<file path="src/hw/rtl/psp_pkg.sv">
// Shared types and constants of the point speed profile block.
// Depends on nothing; every other file in hw/rtl refers to it by scoped names.
`default_nettype none

package psp_pkg;

  localparam int unsigned SpeedW   = 16;
  localparam int unsigned DistW    = 16;
  localparam int unsigned AccW     = 18;              // Q16 m/s^2, up to 2.5
  localparam int unsigned SqW      = 2 * SpeedW;      // a squared speed
  localparam int unsigned ProdW    = AccW + DistW;    // acceleration times distance
  localparam int unsigned RadW     = 34;              // radicand, 1/2^20 m^2/s^2
  localparam int unsigned RootW    = RadW / 2;        // one root bit per stage
  localparam int unsigned CfgIdxW  = 8;
  localparam int unsigned CfgDataW = 16;

  localparam int unsigned MidDepthDef = 4;
  localparam int unsigned OutDepthDef = 2;

  localparam logic [SpeedW-1:0] SetSpeedRst   = '0;
  localparam logic              ForwardDirRst = 1'b1;

  typedef enum logic [CfgIdxW-1:0] {
    CfgSetSpeed   = CfgIdxW'(0),
    CfgForwardDir = CfgIdxW'(1)
  } cfg_reg_e;

  typedef struct packed {
    logic [SpeedW-1:0] current_speed;
    logic [DistW-1:0]  point_distance;
    logic              path_empty;
    logic              last_point;
  } in_item_t;

  typedef struct packed {
    logic [SpeedW-1:0] point_speed;
    logic              brake_request;
    logic              last_out;
  } out_item_t;

  // A classified item as it waits between the front and the back.
  typedef struct packed {
    logic              decel;     // speed above set speed: braking branch
    logic              empty;     // empty path: brake request
    logic              last;
    logic [AccW-1:0]   acc_mag;   // magnitude of acceleration or deceleration
    logic [SpeedW-1:0] speed;
    logic [DistW-1:0]  distance;
    logic [SpeedW-1:0] set;
  } work_t;

endpackage

`default_nettype wire

</file>
<file path="src/hw/rtl/psp_front.sv">
// Front part of the point speed profile block: classifies an item and works
// out its acceleration magnitude. Depends on psp_pkg.
`default_nettype none

module psp_front (
  input  psp_pkg::in_item_t           item_i,
  input  logic [psp_pkg::SpeedW-1:0]  set_speed_i,
  input  logic                        forward_dir_i,
  output psp_pkg::work_t              work_o
);

  localparam logic [psp_pkg::AccW-1:0]   DecLimit    = 18'd163840;
  localparam logic [psp_pkg::AccW-1:0]   AccCapLow   = 18'd65536;
  localparam logic [psp_pkg::AccW-1:0]   AccCapHigh  = 18'd6554;
  // Differences at and beyond these always hit the limit or the cap.
  localparam logic [psp_pkg::SpeedW-1:0] DecClipDiff = 16'd712;
  localparam logic [psp_pkg::SpeedW-1:0] AccClipDiff = 16'd4655;
  localparam logic [21:0]                LowSpeedX36 = 22'd1536;

  logic                        decel;
  logic [psp_pkg::SpeedW-1:0]  ddiff;
  logic [psp_pkg::SpeedW-1:0]  adiff;
  logic [24:0]                 p5;
  logic [26:0]                 p25;
  logic [21:0]                 v36;
  logic [psp_pkg::AccW-1:0]    dec_mag;
  logic [psp_pkg::AccW-1:0]    acc_raw;
  logic [psp_pkg::AccW-1:0]    cap;
  logic [psp_pkg::AccW-1:0]    acc_mag;

  always_comb begin
    decel = item_i.current_speed > set_speed_i;
    ddiff = item_i.current_speed - set_speed_i;
    adiff = set_speed_i - item_i.current_speed;

    // diff*1152/5 = 230*diff + floor(2*diff/5); the fifth is a reciprocal
    // multiply that is exact for the small range left after clipping.
    p5      = 25'({ddiff[9:0], 1'b0}) * 25'd3277;
    dec_mag = (ddiff >= DecClipDiff) ? DecLimit
            : 18'(ddiff[9:0]) * 18'd230 + 18'(p5[24:14]);

    // diff*352/25 = 14*diff + floor(2*diff/25), exact likewise.
    p25     = 27'({adiff[12:0], 1'b0}) * 27'd5243;
    acc_raw = 18'(adiff[12:0]) * 18'd14 + 18'(p25[26:17]);

    v36 = 22'(item_i.current_speed) * 22'd36;
    cap = (forward_dir_i && (v36 <= LowSpeedX36)) ? AccCapLow : AccCapHigh;
    acc_mag = ((adiff >= AccClipDiff) || (acc_raw > cap)) ? cap : acc_raw;

    work_o.decel    = decel;
    work_o.empty    = item_i.path_empty;
    work_o.last     = item_i.last_point;
    work_o.acc_mag  = decel ? dec_mag : acc_mag;
    work_o.speed    = item_i.current_speed;
    work_o.distance = item_i.point_distance;
    work_o.set      = set_speed_i;
  end

endmodule

`default_nettype wire

</file>
<file path="src/hw/rtl/psp_fifo.sv">
// Small register queue used between the front and the back and at the result
// side. Depends on psp_pkg for its default depth.
`default_nettype none

module psp_fifo #(
  parameter int unsigned Depth = psp_pkg::MidDepthDef,
  parameter int unsigned Width = 8
) (
  input  logic             clk_i,
  input  logic             rst_ni,
  input  logic             push_i,
  input  logic [Width-1:0] data_i,
  output logic             full_o,
  input  logic             pop_i,
  output logic [Width-1:0] data_o,
  output logic             empty_o
);

  localparam int unsigned PtrW = (Depth > 1) ? $clog2(Depth) : 1;
  localparam int unsigned CntW = $clog2(Depth + 1);

  logic [Width-1:0] mem_q [Depth];
  logic [PtrW-1:0]  wr_ptr_q, rd_ptr_q;
  logic [CntW-1:0]  cnt_q, cnt_d;
  logic             wr, rd;

  assign full_o  = cnt_q == CntW'(Depth);
  assign empty_o = cnt_q == '0;
  assign rd      = pop_i && !empty_o;
  // A full queue still takes an item in a cycle in which one leaves.
  assign wr      = push_i && (!full_o || rd);
  assign data_o  = mem_q[rd_ptr_q];

  always_comb begin
    cnt_d = cnt_q;
    if (wr && !rd) begin
      cnt_d = cnt_q + CntW'(1);
    end else if (rd && !wr) begin
      cnt_d = cnt_q - CntW'(1);
    end
  end

  always_ff @(posedge clk_i or negedge rst_ni) begin
    if (!rst_ni) begin
      wr_ptr_q <= '0;
      rd_ptr_q <= '0;
      cnt_q    <= '0;
    end else begin
      cnt_q <= cnt_d;
      if (wr) begin
        wr_ptr_q <= (wr_ptr_q == PtrW'(Depth - 1)) ? '0 : wr_ptr_q + PtrW'(1);
      end
      if (rd) begin
        rd_ptr_q <= (rd_ptr_q == PtrW'(Depth - 1)) ? '0 : rd_ptr_q + PtrW'(1);
      end
    end
  end

  always_ff @(posedge clk_i) begin
    if (wr) begin
      mem_q[wr_ptr_q] <= data_i;
    end
  end

endmodule

`default_nettype wire

</file>
<file path="src/hw/rtl/psp_back.sv">
// Back part of the point speed profile block: squares and products, the
// radicand, a pipelined square root and the final clamp. Depends on psp_pkg.
`default_nettype none

module psp_back (
  input  logic               clk_i,
  input  logic               rst_ni,
  input  logic               in_valid_i,
  input  psp_pkg::work_t     in_work_i,
  output logic               take_o,
  output logic               out_valid_o,
  output psp_pkg::out_item_t out_item_o,
  input  logic               out_ready_i
);

  localparam int unsigned RootW = psp_pkg::RootW;
  localparam int unsigned RadW  = psp_pkg::RadW;
  localparam int unsigned TrW   = RadW + 2;

  logic en;

  // Stage one: products.
  logic                        v1_q;
  psp_pkg::work_t              w1_q;
  logic [psp_pkg::ProdW-1:0]   ad_q;
  logic [psp_pkg::SqW-1:0]     vsq_q;
  logic [psp_pkg::SqW-1:0]     ssq_q;

  // Stage two: radicand.
  logic                        v2_q;
  psp_pkg::work_t              w2_q;
  logic [RadW-1:0]             y_q;
  logic [RadW-1:0]             y_d;
  logic [psp_pkg::ProdW:0]     vsq8;
  logic [psp_pkg::ProdW:0]     adx;
  logic [psp_pkg::ProdW:0]     t;
  logic [psp_pkg::SqW-1:0]     tq;

  // Root stages, one result bit each, most significant first.
  logic                        s_v_q    [RootW];
  psp_pkg::work_t              s_w_q    [RootW];
  logic [RadW-1:0]             s_rem_q  [RootW];
  logic [RootW-1:0]            s_root_q [RootW];
  logic                        in_v     [RootW];
  psp_pkg::work_t              in_w     [RootW];
  logic [RadW-1:0]             in_rem   [RootW];
  logic [RootW-1:0]            in_root  [RootW];
  logic [RadW-1:0]             nx_rem   [RootW];
  logic [RootW-1:0]            nx_root  [RootW];

  // Final stage.
  logic                        fin_v_q;
  psp_pkg::out_item_t          fin_q;
  psp_pkg::out_item_t          fin_d;
  logic [RootW-1:0]            root;
  psp_pkg::work_t              wl;
  logic [psp_pkg::SpeedW-1:0]  spd;

  assign en          = !(fin_v_q && !out_ready_i);
  assign take_o      = en && in_valid_i;
  assign out_valid_o = fin_v_q;
  assign out_item_o  = fin_q;

  always_comb begin
    vsq8 = {vsq_q, 3'b000};
    adx  = (psp_pkg::ProdW + 1)'(ad_q);
    t    = (vsq8 > adx) ? vsq8 - adx : '0;
    tq   = t[psp_pkg::ProdW:3];
    if (w1_q.decel) begin
      y_d = RadW'((tq > ssq_q) ? tq : ssq_q);
    end else begin
      y_d = RadW'(vsq_q) + RadW'(ad_q >> 3);
    end
  end

  always_comb begin
    in_v[0]    = v2_q;
    in_w[0]    = w2_q;
    in_rem[0]  = y_q;
    in_root[0] = '0;
    for (int k = 1; k < RootW; k++) begin
      in_v[k]    = s_v_q[k-1];
      in_w[k]    = s_w_q[k-1];
      in_rem[k]  = s_rem_q[k-1];
      in_root[k] = s_root_q[k-1];
    end
  end

  // Bit b of the root is kept when (root + 2^b)^2 - root^2 still fits in
  // the remainder.
  always_comb begin
    for (int k = 0; k < RootW; k++) begin
      logic [TrW-1:0] trial;
      trial = (TrW'(in_root[k]) << (RootW - k)) + (TrW'(1) << (2 * (RootW - 1 - k)));
      if ({2'b00, in_rem[k]} >= trial) begin
        nx_rem[k]  = RadW'({2'b00, in_rem[k]} - trial);
        nx_root[k] = in_root[k] | (RootW'(1) << (RootW - 1 - k));
      end else begin
        nx_rem[k]  = in_rem[k];
        nx_root[k] = in_root[k];
      end
    end
  end

  always_comb begin
    root = s_root_q[RootW-1];
    wl   = s_w_q[RootW-1];
    spd  = (root > RootW'({psp_pkg::SpeedW{1'b1}})) ? {psp_pkg::SpeedW{1'b1}}
         : root[psp_pkg::SpeedW-1:0];
    if (!wl.decel && (spd > wl.set)) begin
      spd = wl.set;
    end
    fin_d.point_speed   = wl.empty ? '0 : spd;
    fin_d.brake_request = wl.empty;
    fin_d.last_out      = wl.last;
  end

  always_ff @(posedge clk_i or negedge rst_ni) begin
    if (!rst_ni) begin
      v1_q    <= 1'b0;
      v2_q    <= 1'b0;
      fin_v_q <= 1'b0;
      for (int k = 0; k < RootW; k++) begin
        s_v_q[k] <= 1'b0;
      end
    end else if (en) begin
      v1_q    <= in_valid_i;
      v2_q    <= v1_q;
      fin_v_q <= s_v_q[RootW-1];
      for (int k = 0; k < RootW; k++) begin
        s_v_q[k] <= in_v[k];
      end
    end
  end

  always_ff @(posedge clk_i) begin
    if (en) begin
      w1_q  <= in_work_i;
      ad_q  <= psp_pkg::ProdW'(in_work_i.acc_mag) * psp_pkg::ProdW'(in_work_i.distance);
      vsq_q <= psp_pkg::SqW'(in_work_i.speed) * psp_pkg::SqW'(in_work_i.speed);
      ssq_q <= psp_pkg::SqW'(in_work_i.set) * psp_pkg::SqW'(in_work_i.set);
      w2_q  <= w1_q;
      y_q   <= y_d;
      for (int k = 0; k < RootW; k++) begin
        s_w_q[k]    <= in_w[k];
        s_rem_q[k]  <= nx_rem[k];
        s_root_q[k] <= nx_root[k];
      end
      fin_q <= fin_d;
    end
  end

endmodule

`default_nettype wire

</file>
<file path="src/hw/rtl/point_speed_profile_top.sv">
// Top level of the point speed profile block: configuration registers, front,
// middle queue, back pipeline and result queue. Depends on psp_pkg, psp_front,
// psp_fifo and psp_back.
//
//   Channel   Handshake            Payload                       Moves when
//   input     push / full          in_item_i (in_item_t)         push && !full
//   result    pop / empty          out_item_o (out_item_t)       pop && !empty
//   config    valid / ready        cfg_index_i, cfg_data_i       valid && ready
//
// The block takes one item in every cycle while full is low and gives one
// result per item. An item is classified by the front as it is pushed and
// waits in the middle queue, then passes through a 20-stage back pipeline
// (products, radicand, one stage per bit of the 17-bit square root, clamp),
// whose clamp stage hands the result on to the result queue. The square root
// pipeline sustains the one-item-per-cycle rate.
// Reset is asynchronous and active low; it empties both queues and the pipeline
// and loads the set speed with zero and the direction with forward. No clearing
// pass follows. When the result queue is full and not popped while the clamp
// stage holds a result, the back pipeline holds as a whole; the middle queue
// then fills, and full rises once it is full. Configuration writes are always
// taken; an unknown index is ignored. They are meant to happen only while the
// block is idle.
`default_nettype none

module point_speed_profile_top #(
  parameter int unsigned MidDepth = psp_pkg::MidDepthDef,
  parameter int unsigned OutDepth = psp_pkg::OutDepthDef
) (
  input  logic                         clk_i,
  input  logic                         rst_ni,
  // Input queue side.
  input  logic                         push,
  output logic                         full,
  input  psp_pkg::in_item_t            in_item_i,
  // Result queue side.
  input  logic                         pop,
  output logic                         empty,
  output psp_pkg::out_item_t           out_item_o,
  // Configuration write channel.
  input  logic                         valid,
  output logic                         ready,
  input  logic [psp_pkg::CfgIdxW-1:0]  cfg_index_i,
  input  logic [psp_pkg::CfgDataW-1:0] cfg_data_i
);

  logic [psp_pkg::SpeedW-1:0] set_speed_q;
  logic                       forward_dir_q;

  psp_pkg::work_t             front_work;
  psp_pkg::work_t             mid_work;
  logic [$bits(psp_pkg::work_t)-1:0]    mid_data;
  logic                       mid_empty;
  logic                       back_take;

  logic                       back_valid;
  psp_pkg::out_item_t         back_item;
  logic                       out_full;
  logic                       out_ready;
  logic [$bits(psp_pkg::out_item_t)-1:0] out_data;

  // Configuration registers. The channel never stalls.
  assign ready = 1'b1;

  always_ff @(posedge clk_i or negedge rst_ni) begin
    if (!rst_ni) begin
      set_speed_q   <= psp_pkg::SetSpeedRst;
      forward_dir_q <= psp_pkg::ForwardDirRst;
    end else if (valid && ready) begin
      unique case (psp_pkg::cfg_reg_e'(cfg_index_i))
        psp_pkg::CfgSetSpeed: begin
          set_speed_q <= cfg_data_i[psp_pkg::SpeedW-1:0];
        end
        psp_pkg::CfgForwardDir: begin
          forward_dir_q <= cfg_data_i[0];
        end
        default: begin
        end
      endcase
    end
  end

  // The front classifies an item as it is pushed; the middle queue holds it.
  psp_front u_front (
    .item_i        (in_item_i),
    .set_speed_i   (set_speed_q),
    .forward_dir_i (forward_dir_q),
    .work_o        (front_work)
  );

  psp_fifo #(
    .Depth (MidDepth),
    .Width ($bits(psp_pkg::work_t))
  ) u_mid_fifo (
    .clk_i   (clk_i),
    .rst_ni  (rst_ni),
    .push_i  (push && !full),
    .data_i  (front_work),
    .full_o  (full),
    .pop_i   (back_take),
    .data_o  (mid_data),
    .empty_o (mid_empty)
  );

  assign mid_work = psp_pkg::work_t'(mid_data);

  // The back pipeline advances whenever its last stage can hand its result on.
  psp_back u_back (
    .clk_i       (clk_i),
    .rst_ni      (rst_ni),
    .in_valid_i  (!mid_empty),
    .in_work_i   (mid_work),
    .take_o      (back_take),
    .out_valid_o (back_valid),
    .out_item_o  (back_item),
    .out_ready_i (out_ready)
  );

  // The result queue takes a new result in the cycle the oldest one leaves.
  assign out_ready = !out_full || (pop && !empty);

  psp_fifo #(
    .Depth (OutDepth),
    .Width ($bits(psp_pkg::out_item_t))
  ) u_out_fifo (
    .clk_i   (clk_i),
    .rst_ni  (rst_ni),
    .push_i  (back_valid && out_ready),
    .data_i  (back_item),
    .full_o  (out_full),
    .pop_i   (pop),
    .data_o  (out_data),
    .empty_o (empty)
  );

  assign out_item_o = psp_pkg::out_item_t'(out_data);

endmodule

`default_nettype wire

</file>
<file path="config.mk">
export PLATFORM = sky130hd
export DESIGN_NAME = point_speed_profile_top
export DESIGN_NICKNAME = d
export VERILOG_FILES = /design/src/hw/rtl/psp_pkg.sv /design/src/hw/rtl/psp_front.sv /design/src/hw/rtl/psp_fifo.sv /design/src/hw/rtl/psp_back.sv /design/src/hw/rtl/point_speed_profile_top.sv
export SDC_FILE = /design/constraint.sdc
export NUM_CORES = 2
export LEC_CHECK = 0
export BUFFER_PORTS_ARGS = -buffer_cell sky130_fd_sc_hd__clkbuf_2
export CAP_MARGIN = 20
export CORE_MARGIN = 5
export CORE_UTILIZATION = 61
export DETAILED_ROUTE_END_ITERATION = 8
export GPL_TIMING_DRIVEN = 0
export PLACE_DENSITY = 0.79
export SETUP_SLACK_MARGIN = 0.5
export SKIP_CTS_REPAIR_TIMING = 1
export SLEW_MARGIN = 20
export SYNTH_ARGS = -nofsm -noshare
export SYNTH_HDL_FRONTEND = slang
export SYNTH_HIERARCHICAL = 1
export SYNTH_SLANG_ARGS = --single-unit
</file>
<file path="constraint.sdc">
create_clock -name clk_i -period 81 [get_ports clk_i]
set_input_delay 16.2 -clock clk_i [delete_from_list [all_inputs] [get_ports clk_i]]
set_output_delay 16.2 -clock clk_i [all_outputs]
set_load 0.005 [all_outputs]
</file>
==> results.py <==
metrics = {
    "clocking": {
        "cts_inserted_buffers": 154,
        "clk_pin_slew_ps": 60,
        "cts_tree": "done",
        "ctsLongestPathBuffers": 3,
        "insertion_delay_ps": 790,
        "ctsHtreeMaxLevel": 4,
        "clock-root-buffer": "clkbuf_16",
        "cts_sinks": 1564,
    },
    "worst_setup_path": {
        "crit_type": "in2reg",
        "required_ps": 81500,
        "critical_path_arrival_ps": 29670,
        "r2r.worst_path.cells": 44,
        "crit_path_start_kind": "input pin",
        "path_max_fanout": 9,
        "reg2reg_slack_ps": 66960,
        "slowest_delay_ps": 880,
        "crit_slowest_cell": "a2111oi_0",
        "end_kind": "register",
    },
    "grt": {
        "grt_pass1_vias": 64700,
        "grt_max_degree": 123,
        "grt_pass1_wl_um": 358000,
        "grt_use_total": 0.264,
        "grt_overflow_total": 0,
        "antenna_found_initial": 6,
    },
    "timing": {
        "slew_headroom": 0.241,
        "drv_slew": 0,
        "fin_skew_ps": 37.0,
        "fmax_mhz": 34.3,
        "period_minus_slack_ps": 29170,
        "setup_viol": 0,
        "rsz0062_at_grt": "false",
        "hold_ws_ps": 395,
        "fin_crit_sh": 0.360,
        "hold_violations": 0,
        "tns_ps": 0,
        "worst_pin_slew_ps": 1130,
    },
    "place": {
        "port_buffers": 64,
        "place.gp.congestion": 0.949,
        "dp_hpwl_um": 175000,
    },
    "die": {
        "rows": 149,
        "core_area_um2": 164000,
        "initial_core_util": 0.611,
        "die_h_um": 416,
        "num_io_pins": 84,
        "die_area_um2": 173000,
        "dieWidth_um": 416,
    },
    "synth": {
        "yosysSeqAreaShare": 0.465,
        "avgSynthCellArea_um2": 12.2,
        "synth_flop_cell": "edfxtp_1",
        "synth_edf_count": 1516,
        "synth_area_leader_cell": "edfxtp_1",
        "ys_async_sr_fraction": 0.0307,
        "synth.distinct_cells": 115,
        "syn_area_um2": 100000,
        "synth_top_area_frac": 0.453,
        "yosys_warnings": 6,
        "synth-seq-cells": 1564,
        "netlist_instances": 8255,
        "synth_area_leaders": "edfxtp_1 (45%), fa_1 (13%), ha_1 (11%), inv_1 (4.9%), xnor2_1 (2.4%)",
    },
    "route": {
        "via_per_inst": 5.80,
        "drt_wl_total_um": 227000,
        "drtIter0Drc": 5273,
        "antenna_left": 0,
        "drt-pass1-iter-count": 8,
        "num_vias": 62700,
        "post-route-drc-count": 0,
        "avgRoutedWirePerCell_um": 21.0,
    },
    "cells_and_area": {
        "final_nets": 10100,
        "syn2layout_area_growth_pct": 8.58,
        "final_common_cell": "edfxtp_1",
        "final_cell_mix": "edfxtp_1 (1516), inv_1 (1302), ha_1 (867), fa_1 (658), nand2_1 (554)",
        "drive_gt1_frac": 0.0736,
    },
    "flow_run": {
        "drv_cap": 0,
    },
    "min_path": {
        "min_path_cells": 0,
        "hold_class": "reg2reg",
    },
    "status": {
        "outcome": "finished, final reports clean",
    },
}
Yosys cell counts, drive strengths merged (103+ instances only):
master and count:
edfxtp 1516, inv 1304, ha 867, fa 658
nand2 554, nor2 367, a21oi 284, xnor2 273
and2 266, o21ai 229, xor2 183, nor3 162
clkbuf 142, a21o 136, nor4 103
critical path, delay by kind of cell:
kind	cells	cell delay (ps)
xor+xnor	3	1030
buf+inv	8	1150
simple gates	9	2130
compound gates	17	5520
fa+ha+maj	9	3610
layer usage:
metal / vias up / share of wire / global-route usage / routed length, um
li1: 29000 / - / - / -
met3: 415 / 0.062 / 0.0376 / 14100
met2: 2110 / 0.48 / 0.440 / 110000
met5: - / 0.00012 / 0 / 27
met4: 4 / 0.034 / 0.0877 / 7780
met1: 31200 / 0.42 / 0.361 / 95700
kinds of logic after synthesis:
family                     Yosys count  synth area share
DFF                               1564             0.465
muxes                              171            0.0271
adders and majority gates         1525             0.239
other                                2         0.0000748
AOI/OAI and AO/OA                 1087            0.0714
and+or+nand+nor                   1908            0.0963
buffers and inverters             1542            0.0611
xor gates and xnor gates           456            0.0398
layout make-up:
cell class	count	area, um^2
clock inverters	85	958
plain buffers	235	1240
fillers	11900	55300
flip-flops and latches	1564	46700
diodes	6	15.0
clock buffers	188	4070
inverters	1307	4910
repair buffers	84	783
well taps	2189	2740
multi-input cells	5150	47600
state kept, by name (all words and copies together), names as in the netlist, 18 cells and up:
name               count
u_back/in_w           19
u_back/ssq_q          30
u_back/out_item_o     18
u_back/vsq_q          30
u_back/s_rem_q       544
u_back/s_w_q         323
u_out_fifo/mem_q      36
u_back/w1_q           20
u_back/ad_q           34
u_back/y_q            33
u_mid_fifo/mem_q     276
u_back/s_root_q      153
final timing paths:
path                              startpoint                      end
max reg2reg                   set_speed_q[5]  u_mid_fifo/mem_q[1][63]
max                            in_item_i[23]  u_mid_fifo/mem_q[1][63]
min reg2reg                u_back/in_w[1107]       u_back/s_w_q[0][3]
max in group asynchronous             rst_ni          u_back/in_v[10]
min in group asynchronous             rst_ni          set_speed_q[12]
min                        u_back/in_w[1107]       u_back/s_w_q[0][3]
stage by stage:
| stage | setup WS, ps | util | instances | instance area [um^2] |
|---|---|---|---|---|
| floorplan | 39670 | - | 8256 | 100000 |
| global placement | 31700 | 0.630 | 10500 | 104000 |
| detailed placement | 51260 | 0.633 | 10500 | 104000 |
| CTS | 52050 | 0.663 | 10800 | 109000 |
| global route | 51290 | 0.663 | 10800 | 109000 |
| finish | 51830 | 0.663 | 10800 | 109000 |
Power is left out: the tool's default activity adds up to more than one toggle a clock period on the data nets, which glitch-free logic cannot reach.
